**config.mk**
```make
export PLATFORM = sky130hd
export DESIGN_NAME = mean_and_std_deviation_core
export DESIGN_NICKNAME = d
export VERILOG_FILES = /design/src/hdl/msd_pkg.sv /design/src/hdl/msd_alu.sv /design/src/hdl/mean_and_std_deviation_core.sv
export SDC_FILE = /design/constraint.sdc
export NUM_CORES = 1
export LEC_CHECK = 0
export BUFFER_PORTS_ARGS = -buffer_cell sky130_fd_sc_hd__buf_4
export CAP_MARGIN = 10
export CORE_MARGIN = 5
export CORE_UTILIZATION = 45
export DETAILED_ROUTE_END_ITERATION = 12
export HOLD_SLACK_MARGIN = 0.08
export PLACE_DENSITY = 0.63
export SYNTH_ARGS = -nofsm -noshare
export SYNTH_HDL_FRONTEND = slang
export SYNTH_HIERARCHICAL = 1
export SYNTH_SLANG_ARGS = --single-unit
```
**constraint.sdc**
```tcl
create_clock -name i_clk -period 8.52 [get_ports i_clk]
set_input_delay 0.426 -clock i_clk [delete_from_list [all_inputs] [get_ports i_clk]]
set_output_delay 0.426 -clock i_clk [all_outputs]
set_load 0.05 [all_outputs]
```
**src/hdl/msd_pkg.sv**
```systemverilog
// ============================================================================
// msd_pkg: shared types and constants for the mean and standard deviation core
// Holds the request and result payload structs and the default sample bound.
// ============================================================================
`timescale 1ns / 1ps
`default_nettype none

package msd_pkg;

    // Default bound on the number of samples counted in one set.
    localparam int DEF_MAX_SAMPLES = 1024;

    // Fixed field widths of the payloads.
    localparam int SAMPLE_W = 16;
    localparam int STD_W    = 15;
    localparam int COUNT_W  = 11;

    // One input request: a Q8.8 sample and the end-of-set flag.
    typedef struct packed {
        logic signed [SAMPLE_W-1:0] sample;
        logic                       last;
    } t_in_item;

    // One result request, given at the end of a set.
    typedef struct packed {
        logic signed [SAMPLE_W-1:0] mean;
        logic [STD_W-1:0]           std_dev;
        logic [COUNT_W-1:0]         sample_count;
        logic                       overflow;
    } t_out_item;

endpackage

`default_nettype wire

```
**src/hdl/msd_alu.sv**
```systemverilog
// ============================================================================
// msd_alu: shared add/subtract unit
// Adds or subtracts two unsigned words; on subtract the carry out is high
// exactly when a >= b, which the sequencer uses as its compare result.
// ============================================================================
`timescale 1ns / 1ps
`default_nettype none

module msd_alu #(
    parameter int W = 64
) (
    input  wire logic [W-1:0] i_a,
    input  wire logic [W-1:0] i_b,
    input  wire logic         i_sub,
    output logic [W-1:0]      o_res,
    output logic              o_carry
);

    logic [W-1:0] b_eff;
    logic [W:0]   full;

    // Two's complement subtract is add of the inverted operand plus one.
    assign b_eff = i_sub ? ~i_b : i_b;
    assign full  = {1'b0, i_a} + {1'b0, b_eff} + {{W{1'b0}}, i_sub};

    assign o_res   = full[W-1:0];
    assign o_carry = full[W];

endmodule

`default_nettype wire

```
**src/hdl/mean_and_std_deviation_core.sv**
```systemverilog
// ============================================================================
// mean_and_std_deviation_core: population mean and standard deviation
// Accumulates count, sum and sum of squares of Q8.8 samples; on the last
// sample of a set it derives mean and standard deviation with one shared
// add/subtract unit run by a small sequencer.
// ============================================================================
// Flow: a counted sample is accepted, added to the sum, then its square is added
//   (both adds share one ALU) before the next sample is accepted; a sample beyond
//   MAX_SAMPLES is only accepted and flags overflow. A last request then runs the
//   magnitude, multiply, root and two divide steps and waits until the result
//   register is free; a last request beyond the bound skips both adds.
// Reset: synchronous active-low i_rst_n clears accumulators, sequencer, valid.
`timescale 1ns / 1ps
`default_nettype none

module mean_and_std_deviation_core #(
    parameter int MAX_SAMPLES = msd_pkg::DEF_MAX_SAMPLES
) (
    input  wire logic              i_clk,
    input  wire logic              i_rst_n,
    input  wire logic              i_in_valid,
    output logic                   o_in_ready,
    input  wire msd_pkg::t_in_item i_in_data,
    output logic                   o_out_valid,
    input  wire logic              i_out_ready,
    output msd_pkg::t_out_item     o_out_data
);

    // Derived widths.
    localparam int L   = $clog2(MAX_SAMPLES);
    localparam int CW  = $clog2(MAX_SAMPLES + 1);  // sample count
    localparam int SW  = 16 + L;                   // signed running sum
    localparam int QW  = 31 + L;                   // running sum of squares
    localparam int MW  = 16 + L;                   // |sum|, root and quotients
    localparam int DW  = 31 + 2 * L;               // n*sumsq - sum^2
    localparam int SCW = $clog2(MW);               // step counter
    localparam int XW  = msd_pkg::SAMPLE_W;

    // Sequencer state codes.
    localparam logic [3:0] S_IDLE = 4'd0;
    localparam logic [3:0] S_SUM  = 4'd1;
    localparam logic [3:0] S_SQS  = 4'd2;
    localparam logic [3:0] S_MAG  = 4'd3;
    localparam logic [3:0] S_MULA = 4'd4;
    localparam logic [3:0] S_MULS = 4'd5;
    localparam logic [3:0] S_SQRT = 4'd6;
    localparam logic [3:0] S_DIVM = 4'd7;
    localparam logic [3:0] S_DIVS = 4'd8;
    localparam logic [3:0] S_DONE = 4'd9;

    localparam logic [CW-1:0]  MAX_CNT   = CW'(MAX_SAMPLES);
    localparam logic [SCW-1:0] STEPS_CNT = SCW'(CW - 1);
    localparam logic [SCW-1:0] STEPS_MW  = SCW'(MW - 1);

    logic [3:0]          r_state, n_state;
    logic signed [SW-1:0] r_sum, n_sum;
    logic [QW-1:0]       r_sq_sum, n_sq_sum;
    logic [CW-1:0]       r_cnt, n_cnt;
    logic                r_over, n_over;
    logic [XW-1:0]       r_x, n_x;
    logic                r_last, n_last;
    logic [30:0]         r_sqr, n_sqr;
    logic [MW-1:0]       r_mag, n_mag;
    logic [DW-1:0]       r_acc, n_acc;
    logic [DW-1:0]       r_mcand, n_mcand;
    logic [DW-1:0]       r_bit, n_bit;
    logic [MW-1:0]       r_mplier, n_mplier;
    logic [SCW-1:0]      r_step, n_step;
    logic [XW-1:0]       r_mean, n_mean;
    logic                r_out_valid, n_out_valid;
    msd_pkg::t_out_item  r_out, n_out;

    logic [DW-1:0] alu_a, alu_b, alu_res;
    logic          alu_sub, alu_carry;
    logic          in_fire, out_free, sum_neg, step_end;
    logic [DW-1:0] div_t, sum_ext, cnt_ext;
    logic [MW-1:0] div_q;
    logic signed [2*XW-1:0] x_sq;
    logic [31:0]   cnt_wide;

    assign in_fire  = i_in_valid && o_in_ready;
    assign out_free = !r_out_valid || i_out_ready;
    assign sum_neg  = r_sum[SW-1];
    assign step_end = (r_step == '0);
    assign sum_ext  = {{(DW-SW){r_sum[SW-1]}}, r_sum};
    assign cnt_ext  = {{(DW-CW){1'b0}}, r_cnt};
    assign div_t    = {r_acc[DW-2:0], r_mplier[MW-1]};
    assign div_q    = {r_mplier[MW-2:0], alu_carry};
    assign x_sq     = $signed(r_x) * $signed(r_x);
    assign cnt_wide = 32'(r_cnt);

    // Shared add/subtract unit.
    msd_alu #(
        .W (DW)
    ) u_alu (
        .i_a     (alu_a),
        .i_b     (alu_b),
        .i_sub   (alu_sub),
        .o_res   (alu_res),
        .o_carry (alu_carry)
    );

    // ALU operand selection for each sequencer step.
    always_comb begin
        alu_a   = '0;
        alu_b   = '0;
        alu_sub = 1'b0;
        unique case (r_state) inside
            S_SUM: begin
                alu_a = {{(DW-XW){r_x[XW-1]}}, r_x};
                alu_b = sum_ext;
            end
            S_SQS: begin
                alu_a = {{(DW-QW){1'b0}}, r_sq_sum};
                alu_b = {{(DW-31){1'b0}}, r_sqr};
            end
            S_MAG: begin
                alu_a   = sum_neg ? '0 : sum_ext;
                alu_b   = sum_neg ? sum_ext : '0;
                alu_sub = sum_neg;
            end
            S_MULA: begin
                alu_a = r_acc;
                alu_b = r_mplier[0] ? r_mcand : '0;
            end
            S_MULS: begin
                alu_a   = r_acc;
                alu_b   = r_mplier[0] ? r_mcand : '0;
                alu_sub = 1'b1;
            end
            S_SQRT: begin
                alu_a   = r_acc;
                alu_b   = r_mcand | r_bit;
                alu_sub = 1'b1;
            end
            S_DIVM, S_DIVS: begin
                alu_a   = div_t;
                alu_b   = cnt_ext;
                alu_sub = 1'b1;
            end
            default: begin
                alu_a   = '0;
                alu_b   = '0;
                alu_sub = 1'b0;
            end
        endcase
    end

    // Sequencer and datapath next-state logic.
    always_comb begin
        n_state     = r_state;
        n_sum       = r_sum;
        n_sq_sum    = r_sq_sum;
        n_cnt       = r_cnt;
        n_over      = r_over;
        n_x         = r_x;
        n_last      = r_last;
        n_sqr       = r_sqr;
        n_mag       = r_mag;
        n_acc       = r_acc;
        n_mcand     = r_mcand;
        n_bit       = r_bit;
        n_mplier    = r_mplier;
        n_step      = r_step;
        n_mean      = r_mean;
        n_out       = r_out;
        n_out_valid = r_out_valid && !i_out_ready;
        unique case (r_state)
            S_IDLE: begin
                if (in_fire) begin
                    n_x    = i_in_data.sample;
                    n_last = i_in_data.last;
                    if (r_cnt < MAX_CNT) begin
                        n_state = S_SUM;
                    end else begin
                        n_over  = 1'b1;
                        n_state = i_in_data.last ? S_MAG : S_IDLE;
                    end
                end
            end
            S_SUM: begin
                n_sum   = alu_res[SW-1:0];
                n_sqr   = x_sq[30:0];
                n_state = S_SQS;
            end
            S_SQS: begin
                n_sq_sum = alu_res[QW-1:0];
                n_cnt    = r_cnt + 1'b1;
                n_state  = r_last ? S_MAG : S_IDLE;
            end
            S_MAG: begin
                // Magnitude of the sum, then set up n * sumsq.
                n_mag    = alu_res[MW-1:0];
                n_acc    = '0;
                n_mcand  = {{(DW-QW){1'b0}}, r_sq_sum};
                n_mplier = {{(MW-CW){1'b0}}, r_cnt};
                n_step   = STEPS_CNT;
                n_state  = S_MULA;
            end
            S_MULA: begin
                n_acc    = alu_res;
                n_mcand  = {r_mcand[DW-2:0], 1'b0};
                n_mplier = {1'b0, r_mplier[MW-1:1]};
                n_step   = r_step - 1'b1;
                if (step_end) begin
                    // Subtract |sum|^2 from the product next.
                    n_mcand  = {{(DW-MW){1'b0}}, r_mag};
                    n_mplier = r_mag;
                    n_step   = STEPS_MW;
                    n_state  = S_MULS;
                end
            end
            S_MULS: begin
                n_acc    = alu_res;
                n_mcand  = {r_mcand[DW-2:0], 1'b0};
                n_mplier = {1'b0, r_mplier[MW-1:1]};
                n_step   = r_step - 1'b1;
                if (step_end) begin
                    n_mcand = '0;
                    n_bit   = {1'b1, {(DW-1){1'b0}}};
                    n_step  = STEPS_MW;
                    n_state = S_SQRT;
                end
            end
            S_SQRT: begin
                // One result bit per step of the digit-by-digit root.
                if (alu_carry) begin
                    n_acc   = alu_res;
                    n_mcand = {1'b0, r_mcand[DW-1:1]} | r_bit;
                end else begin
                    n_mcand = {1'b0, r_mcand[DW-1:1]};
                end
                n_bit  = {2'b00, r_bit[DW-1:2]};
                n_step = r_step - 1'b1;
                if (step_end) begin
                    n_acc    = '0;
                    n_mplier = r_mag;
                    n_step   = STEPS_MW;
                    n_state  = S_DIVM;
                end
            end
            S_DIVM: begin
                // Restoring divide of |sum| by the count.
                n_acc    = alu_carry ? alu_res : div_t;
                n_mplier = div_q;
                n_step   = r_step - 1'b1;
                if (step_end) begin
                    n_mean   = sum_neg ? (XW'(0) - div_q[XW-1:0]) : div_q[XW-1:0];
                    n_acc    = '0;
                    n_mplier = r_mcand[MW-1:0];
                    n_step   = STEPS_MW;
                    n_state  = S_DIVS;
                end
            end
            S_DIVS: begin
                // Restoring divide of the root by the count.
                n_acc    = alu_carry ? alu_res : div_t;
                n_mplier = div_q;
                n_step   = r_step - 1'b1;
                if (step_end) begin
                    n_state = S_DONE;
                end
            end
            S_DONE: begin
                // Load the result register once it is free, then clear the set.
                if (out_free) begin
                    n_out.mean         = r_mean;
                    n_out.std_dev      = r_mplier[msd_pkg::STD_W-1:0];
                    n_out.sample_count = cnt_wide[msd_pkg::COUNT_W-1:0];
                    n_out.overflow     = r_over;
                    n_out_valid        = 1'b1;
                    n_sum              = '0;
                    n_sq_sum           = '0;
                    n_cnt              = '0;
                    n_over             = 1'b0;
                    n_state            = S_IDLE;
                end
            end
            default: begin
                n_state = S_IDLE;
            end
        endcase
    end

    // Control and accumulator registers.
    always_ff @(posedge i_clk) begin
        if (!i_rst_n) begin
            r_state     <= S_IDLE;
            r_sum       <= '0;
            r_sq_sum    <= '0;
            r_cnt       <= '0;
            r_over      <= 1'b0;
            r_out_valid <= 1'b0;
            r_step      <= '0;
        end else begin
            r_state     <= n_state;
            r_sum       <= n_sum;
            r_sq_sum    <= n_sq_sum;
            r_cnt       <= n_cnt;
            r_over      <= n_over;
            r_out_valid <= n_out_valid;
            r_step      <= n_step;
        end
    end

    // Working registers and result payload.
    always_ff @(posedge i_clk) begin
        r_x      <= n_x;
        r_last   <= n_last;
        r_sqr    <= n_sqr;
        r_mag    <= n_mag;
        r_acc    <= n_acc;
        r_mcand  <= n_mcand;
        r_bit    <= n_bit;
        r_mplier <= n_mplier;
        r_mean   <= n_mean;
        r_out    <= n_out;
    end

    assign o_in_ready  = (r_state == S_IDLE);
    assign o_out_valid = r_out_valid;
    assign o_out_data  = r_out;

`ifndef SYNTH
    // The count never passes the bound.
    a_cnt_bound: assert property (@(posedge i_clk) disable iff (!i_rst_n)
        r_cnt <= MAX_CNT)
        else $error("sample count above bound");

    // Overflow is only flagged once the count has saturated.
    a_over_sat: assert property (@(posedge i_clk) disable iff (!i_rst_n)
        r_over |-> (r_cnt == MAX_CNT))
        else $error("overflow flag without saturated count");

    // Finishing a set shows a result and clears the count and overflow flag.
    a_done_out: assert property (@(posedge i_clk) disable iff (!i_rst_n)
        (r_state == S_DONE && out_free) |=> (o_out_valid && r_cnt == '0 && !r_over))
        else $error("set finished without result or clear");
`endif

endmodule

`default_nettype wire
```
**After elaboration in Yosys (flattened, before gate mapping)**

Cells that the tools add are included.

- Add/subtract/negate cells: 5
- Multipliers: 1
- Magnitude comparators: 1
- Equal/unequal tests: 18
- Mux-type cells: 48
- Bitwise gates (word level): 3
- Reduce and logical (&&, ||, !) cells: 30

Operator list:

| operator | number |
|---|---|
| $mux 51 | 11 |
| $pmux 51 s5 | 2 |
| $pmux 51 s6 | 1 |
| $pmux 51 s4 | 1 |
| $pmux 26 s6 | 1 |
| $mux 26 | 4 |
| $pmux 51 s2 | 1 |
| $pmux 41 s2 | 1 |
| $add 51x51->52 | 1 |
| $add 52x1->52 | 1 |
| $pmux 26 s2 | 1 |
| $not 51->51 | 1 |
| $or 50x51->51 | 1 |
| $or 51x51->51 | 1 |
| $mux 41 | 1 |
| $pmux 4 s10 | 1 |
| $mul 16x16->31 | 1 |
| $mux 4 | 7 |
| $mux 25 | 1 |
| $pmux 11 s2 | 1 |
| $eq 4x3->1 const B | 4 |
| $mux 16 | 1 |
| $reduce_and 2->1 | 8 |
| $sub 1x16->16 const A | 1 |
| other kinds (30) | 52 |

- Flip-flop bits (word level): 401
- Input bits: 21
- Word-level logic and storage cells: 126

**Depth between registers and ports, before layout**

Gate-level depths: netlist (run 1).

- Word-level depth: 10
- Mapped depth: 27
- Depth with buffers taken out: 25

**Cells and area by module**

Netlist (run 1), hierarchy kept.

By module, submodules not included:

| module | times used | cells an instance | area an instance (µm²) |
|---|---|---|---|
| mean_and_std_deviation_core | 1 | 2420 | 25627.1 |
| msd_alu | 1 | 520 | 3614.7 |

**Worst setup path before layout (run 1)**

No wires, ideal clock.

- Path kind: reg2reg
- From: reg r_state[3]
- To: reg r_acc[0], enable pin
- Arrival time: 7.013 ns
- Path slack: 1.090 ns
- Stages on the path, launching flop included: 23
- Path buffers: 5
- Cell sequence: dfxtp_1 > clkbuf_1 > nand2b_1 > nor2_1 > nand2_1 > nand2_1 > clkbuf_1 > a222oi_1 > inv_1 > xor2_1 > ha_1 > buf_2 > nand2_1 > or3_1 > nor4_2 > o211ai_2 > a2111oi_2 > o21ai_1 > a22oi_2 > a311o_1 > clkbuf_1 > clkbuf_1 > o31a_1

- Longest elaborated chain between the ends: 9
- Elaborated cells on any way between the ends: 22
- Those cells by class: add/sub (2); eq/ne (9); mux (4); bitwise (1); reduce/logical (6)

Ends and longest elaborated chain:

| element | RTL line | text |
|---|---|---|
| from (decl) | mean_and_std_deviation_core.sv:55 | `logic [3:0] r_state, n_state;` |
| from (signal assigned) | mean_and_std_deviation_core.sv:296 | `r_state <= n_state;` |
| $eq 4x3->1 or $eq 4x4->1 (tied branches) | n/a |  |
| $reduce_or 2->1, on equally long branches | n/a |  |
| $pmux 51 s6 (*) | mean_and_std_deviation_core.sv:108 | `unique case (r_state) inside` |
| via alu_b[17] | mean_and_std_deviation_core.sv:73 | `logic [DW-1:0] alu_a, alu_b, alu_res;` |
| $not 51->51 | msd_alu.sv:23 | `assign b_eff = i_sub ? ~i_b : i_b;` |
| $mux 51 (*) | msd_alu.sv:23 |  |
| $add 51x51->52 (*) | msd_alu.sv:24 | `assign full = {1'b0, i_a} + {1'b0, b_eff} + {{W{1'b0}}, i_sub};` |
| $add 52x1->52 (*) | msd_alu.sv:24 |  |
| via alu_carry | mean_and_std_deviation_core.sv:74 | `logic alu_sub, alu_carry;` |
| $ne 3x2->1 (no line) (*) | n/a |  |
| $reduce_and 2->1 (no line) (*) | n/a |  |
| to (signal assigned) | mean_and_std_deviation_core.sv:312 | `r_acc <= n_acc;` |
| to (decl) | mean_and_std_deviation_core.sv:64 | `logic [DW-1:0] r_acc, n_acc;` |

Mark *: on every way through the listed nets, which the timed path passes. The rest lies on a longest branch.
A chain may end at the register's enable or synchronous reset.

**Worst setup path in the final report (run 1)**

- From: reg r_state[2]
- To: reg r_mean[15], data pin

- Longest elaborated chain between the ends: 9
- Elaborated cells on any way between the ends: 21
- Those cells by class: add/sub (3); eq/ne (8); mux (5); bitwise (1); reduce/logical (4)

Ends and longest elaborated chain:

| element | RTL line | text |
|---|---|---|
| $eq 4x3->1 or $eq 4x4->1 (tied branches) | n/a |  |
| $reduce_or 2->1, on equally long branches | n/a |  |
| $pmux 51 s6 (*) | mean_and_std_deviation_core.sv:108 |  |
| via alu_b[26] | mean_and_std_deviation_core.sv:73 |  |
| $not 51->51 | msd_alu.sv:23 |  |
| $mux 51 (*) | msd_alu.sv:23 |  |
| $add 51x51->52 (*) | msd_alu.sv:24 |  |
| $add 52x1->52 (*) | msd_alu.sv:24 |  |
| via alu_carry | mean_and_std_deviation_core.sv:74 |  |
| $sub 1x16->16 (*) | mean_and_std_deviation_core.sv:248 | `n_mean = sum_neg ? (XW'(0) - div_q[XW-1:0]) : div_q[XW-1:0];` |
| $mux 16 (*) | mean_and_std_deviation_core.sv:248 |  |
| to (signal assigned) | mean_and_std_deviation_core.sv:316 | `r_mean <= n_mean;` |
| to (decl) | mean_and_std_deviation_core.sv:69 | `logic [XW-1:0] r_mean, n_mean;` |

Marked as above.

==> qor.csv, run 1 <==
metric;value;unit
Detailed Place HPWL;60300;um
Setup violations, final;0;
CTS tree;built;
vias in the first global route;23300;
Synth Flop Type;edfxtp_1;
Die ar.;70200;sq um
Max Fclk;0.129;GHz
Via density;6.04;
DRT iter0 DRCs;2304;
post-synthesis mux area share;0.526;%
max-cap violation count;0;
Unique masters post-synth;83;
CTS root buffer;clkbuf_16;
critical-path cell list;clkinv_1 > nor2_1 > nand2_1 > nor2_4 > buf_4 > nand2_1 > nand2_1 > xor2_1 > ha_1 > a21oi_1 > o21ai_0 > or3_1 > o31ai_1 > a2111oi_2 > o21ai_1 > a22oi_2 > a311o_1 > buf_4 > nor3_1 > nand2_1 > or3_1 > or4_4 > o31ai_1 > xnor2_1;
crit path kind;register to register;
worst skew pair latency;0.60;ns
Port Buffers;65;
fin crit share;90.7;%
Worst EP arrival;8.07;ns
Worst setup SP type;register;
most area-hungry cell type in the Yosys netlist;edfxtp_1;
Clk pin slew, worst setup/hold paths;0.06;ns
GP Congestion;0.917;
fin. max-slew vios;0;
ant diodes;0;
Critical Path Most Common Cell;nand2_1;
Setup TNS;0;ns
largest family of logic cells by synthesized area;adder cells;
Rows;93;
synth warn;6;
share of cells above drive strength 1;7.94;%
fin nets;3331;
Layout area overhead;10.5;%
drt wl/cell;22.1;um
postcts setup bufs;0;
crit path buf inv count;3;
first-pass GRT wire length;134000;um
max_slew headroom;24.1;%
grt total ovfl;0;
Fill cells;5935;
core footprint;64500;sq um
Slowest-stage cell, CP;nor2_4;
syn_area_per_cell;9.95;sq um
CP delay by family, top;simple AND/OR/NAND/NOR gates;
Post-synth ARST share;0;%
cts hold-fix bufs;17;
Synth top area share;29.4;%
Post-Synth Adder-Cell Area;21.8;%
Mapped Area;29200;sq um
XOR/XNOR share of the synthesized area;4.88;%
post-synthesis sequential area ratio;35.5;%
RSZ-0062 raised after global routing;false;
initial antenna violation count;0;
maximum clock path buffer count;3;
CTS resizes;0;
cells after synthesis;2940;
Worst Clk Skew;0.0484;ns
final hold viol count;0;
largest net degree at the start of global routing;115;
FF+latch area;10400;sq um
H-tree levels;2;
Tmin final;7.73;ns
number of flops mapped to enable cells by yosys;286;
Worst EP required;8.86;ns
synth top area cells;edfxtp_1 29%, fa_1 16%, dfxtp_1 6.1%;
worst slew pin tran;1.13;ns
TritonCTS Sinks;375;
compound-gate portion of the synthesized area;18.7;%
Die Height;265;um
DIE WIDTH;265;um
simple-gate share of the synthesized area;11.7;%
HP Class;input port to register;
Seq cells post-synth;375;
# DRC;0;
Num CTS Buffers;43;
Crit. End Element;register;
DRT antenna net count;0;
via count;23100;
largest stage delay on the critical path;0.66;ns
Final Util;50.1;%
crit path max fanout;27;
WL final;84500;um
All-Layer GR Usage;23.6;%
drt pass-1 iters;9;
Net Count, Synth;3332;
footprint of the multi-input gates;16900;sq um
Ports;66;
Min Hold Slack;0.315;ns
initial core utilization;45.4;%
status;completed;
[cell families (layout without fill, tap and decap cells)]
| kind of cell | after synthesis | in the layout |
|---|---|---|
| adders and majority gates | 371 | 371 |
| xor gates and xnor gates | 163 | 163 |
| muxes | 15 | 15 |
| and+or+nand+nor | 743 | 743 |
| DFF | 375 | 375 |
| buffers and inverters | 534 | 567 |
| AOI/OAI and AO/OA | 739 | 739 |
[worst paths after layout]
kind | cells past startpoint | end | from | slack, ns
setup reg to reg | 24 | r_mean[15] | r_state[2] | 0.79
setup / recovery | 24 | r_mean[15] | r_state[2] | 0.79
hold reg to reg | 0 | o_out_data[27] | r_mean[0] | 0.42
hold / removal | 2 | r_sum[13] | i_rst_n | 0.32
[per-stage QoR]
step           setup WS [ns]  instance area [sq um]  cells
6_report               0.790                  32300   3828
3_5_place_dp            1.01                  30600   3732
5_1_grt                0.405                  32300   3828
2_1_floorplan           1.09                  29200   2940
3_3_place_gp            1.27                  30600   3732
4_1_cts                0.977                  32300   3828
[Yosys cell counts (43+ instances only)]
cell / number
a21o_1: 49
a21oi_1: 168
a221o_1: 57
a221oi_1: 43
a222oi_1: 49
a22o_1: 57
a22oi_1: 71
and2_1: 61
clkbuf_1: 137
dfxtp_1: 89
edfxtp_1: 286
fa_1: 229
ha_1: 142
inv_1: 356
nand2_1: 325
nand3_1: 53
nor2_1: 146
nor2b_1: 54
o21ai_0: 74
xnor2_1: 71
xor2_1: 92
[per-layer routing]
metal	vias to the layer above	wire length, um	track usage, %
met1	11500	36000	32.8
met5	-	0	0
met2	1078	39300	39.0
met4	0	2250	6.31
met3	165	6920	3.52
li1	10300	-	-
[flip-flops by register name, indices dropped and copies added, names as in the netlist, 11 cells and up]
name	count
r_mean	16
r_sum	26
r_mcand	51
r_cnt	11
r_x	16
r_acc	51
r_sqr	30
r_bit	26
r_mag	26
o_out_data	43
r_sq_sum	41
r_mplier	26
[layout by cell type, fill, tap and decap left out, drive strengths merged, types with 57 or more instances in the layout]
cell | netlist | routed
inv | 356 | 360
nand2 | 325 | 325
edfxtp | 286 | 286
fa | 229 | 229
a21oi | 169 | 169
nor2 | 147 | 147
ha | 142 | 142
buf | 36 | 111
xor2 | 92 | 92
dfxtp | 89 | 89
o21ai | 78 | 78
a22oi | 72 | 72
xnor2 | 71 | 71
and2 | 61 | 61
a221o | 57 | 57
a22o | 57 | 57
[area by class of cell]
cell class / instances / area share [%]
multi-input combinational: 2031 / 52.4
sequential: 375 / 32.1
inverter: 360 / 4.18
clock buffer: 54 / 3.71
tap: 855 / 3.31
timing repair buffer: 128 / 3.18
clock inverter: 25 / 1.11
Power of run 1 is not shown: default switching activity piles up to over one toggle a cycle in this logic, so the estimate is an artifact.
==> inputs of run 2 (changes only) <==
- CORE_UTILIZATION: 45 -> 55
- PLACE_DENSITY: 0.63 -> 0.73
==> run 2 against run 1 <==
Against the previous run: sequential share of layout area is 0.30 points higher; non-clock buffer count increased by 1; routed wire length down 2.5%; setup slack worse by 0.039 ns.
==> qor.csv, run 2 (synthesis gave the netlist of run 1 again) <==
metric;value;unit
worst skew pair latency;0.58;ns
grt total ovfl;0;
crit path kind;register to register;
DIE WIDTH;241;um
core footprint;52700;sq um
All-Layer GR Usage;28.6;%
Clk pin slew, worst setup/hold paths;0.07;ns
Fill cells;4249;
RR Startpoint;r_state[1];
hold path startpoint;i_rst_n;
crit path max fanout;48;
max_slew headroom;19.6;%
Setup TNS;0;ns
footprint of the multi-input gates;16900;sq um
Worst EP required;8.96;ns
most frequent cells in the layout;355 x inv_1, 324 x nand2_1, 286 x edfxtp_1, 229 x fa_1, 167 x a21oi_1;
Worst EP arrival;8.21;ns
initial antenna violation count;0;
commonest non-fill, non-tap cell in the layout;inv_1;
# DRC;0;
worst slew pin tran;1.20;ns
ant diodes;0;
fin nets;3332;
hold depth;2;
largest net degree at the start of global routing;55;
DRT antenna net count;0;
dpl ws;1.02;ns
max-cap violation count;0;
first-pass GRT wire length;132000;um
Setup violations, final;0;
CTS resizes;0;
TritonCTS Sinks;375;
fin crit share;91.2;%
Ports;66;
initial core utilization;55.5;%
maximum clock path buffer count;3;
H-tree levels;2;
M1 WL;33400;um
Via density;6.34;
top layer in use;met4;
r2r setup slk;0.75;ns
met2 wire len;38200;um
Worst setup SP type;register;
Layout area overhead;9.45;%
DRT iter0 DRCs;2883;
FF+latch area;10400;sq um
met3 wire len;7900;um
final hold viol count;0;
RSZ-0062 raised after global routing;false;
Tmin final;7.77;ns
FF-to-FF path depth;19;
drt wl/cell;22.5;um
Rows;84;
post-route insts no fill;3662;
Detailed Place HPWL;59000;um
via count;23200;
Port Buffers;65;
drt pass-1 iters;9;
status;completed;
CTS tree;built;
Crit. End Element;register;
share of cells above drive strength 1;7.83;%
Die ar.;57900;sq um
WL final;82400;um
GP Congestion;0.930;
CTS root buffer;clkbuf_16;
Worst Clk Skew;0.0253;ns
fin. max-slew vios;0;
Cells after DPL;3566;
postcts setup bufs;0;
Die Height;241;um
vias in the first global route;23600;
Num CTS Buffers;43;
Max Fclk;0.129;GHz
CP Launch Point;r_state[1];
PnR worst setup slack;0.751;ns
HP Class;input port to register;
-- run 2: cell count changes in the layout (fill, tap and decap cells not counted), sizes merged --
cell | before | now
clkinv | 16 | 13
buf | 111 | 112
bufinv | 6 | 5
clkbuf | 54 | 53
clkinvlp | 3 | 5
inv | 360 | 363
-- run 2: repair_timing --
action,4_1_cts,5_1_grt
hold buffers,17,0
endpoints found under the setup margin,0,0
hold endpoints to repair,17,0
-- run 2: final timing paths --
path / endpoint
setup / recovery: r_acc[33]
hold / removal: r_sq_sum[29]
setup reg to reg: r_acc[33]
hold reg to reg: o_out_data[36]
-- run 2: critical path: stages, from the launching register on --
cell and delay, ns:
dfxtp_1 0.88, nor2_2 0.20, nand2_1 0.16, buf_4 0.41, inv_2 0.49, a222oi_1 0.50
nand2_1 0.12, ha_1 0.39, and3_1 0.17, a221o_1 0.24, o311a_1 0.35, o211ai_2 0.15
a2111oi_2 0.69, o21ai_1 0.22, a22oi_2 0.26, a311o_1 0.50, a32oi_1 0.24, o2bb2ai_4 1.01
buf_4 0.39, a22o_1 0.19
-- run 2: cell type report --
type,count,share of cell area (%)
inverters,360,4.22
repair buffers,129,3.24
clock inverters,26,0.981
multi-input cells,2031,52.9
flip-flops and latches,375,32.4
well taps,688,2.69
clock buffers,53,3.54
-- run 2: per-layer routing --
metal / vias to the layer above / GRT usage (%)
met1: 11400 / 39.0
met4: 0 / 9.44
li1: 10400 / -
met3: 201 / 5.35
met2: 1218 / 46.5
met5: - / 0
-- run 2: through the flow --
stage                     util (%)  instance area (sq um)  hold slack [ns]
after floorplan                  -                  29200            0.400
after global placement        57.7                  30400            0.403
after detailed placement      57.7                  30400            0.405
after CTS                     60.8                  32000            0.258
after global routing          60.8                  32000            0.285
final                         60.8                  32000            0.296
Power of run 2 is left out for the same reason.
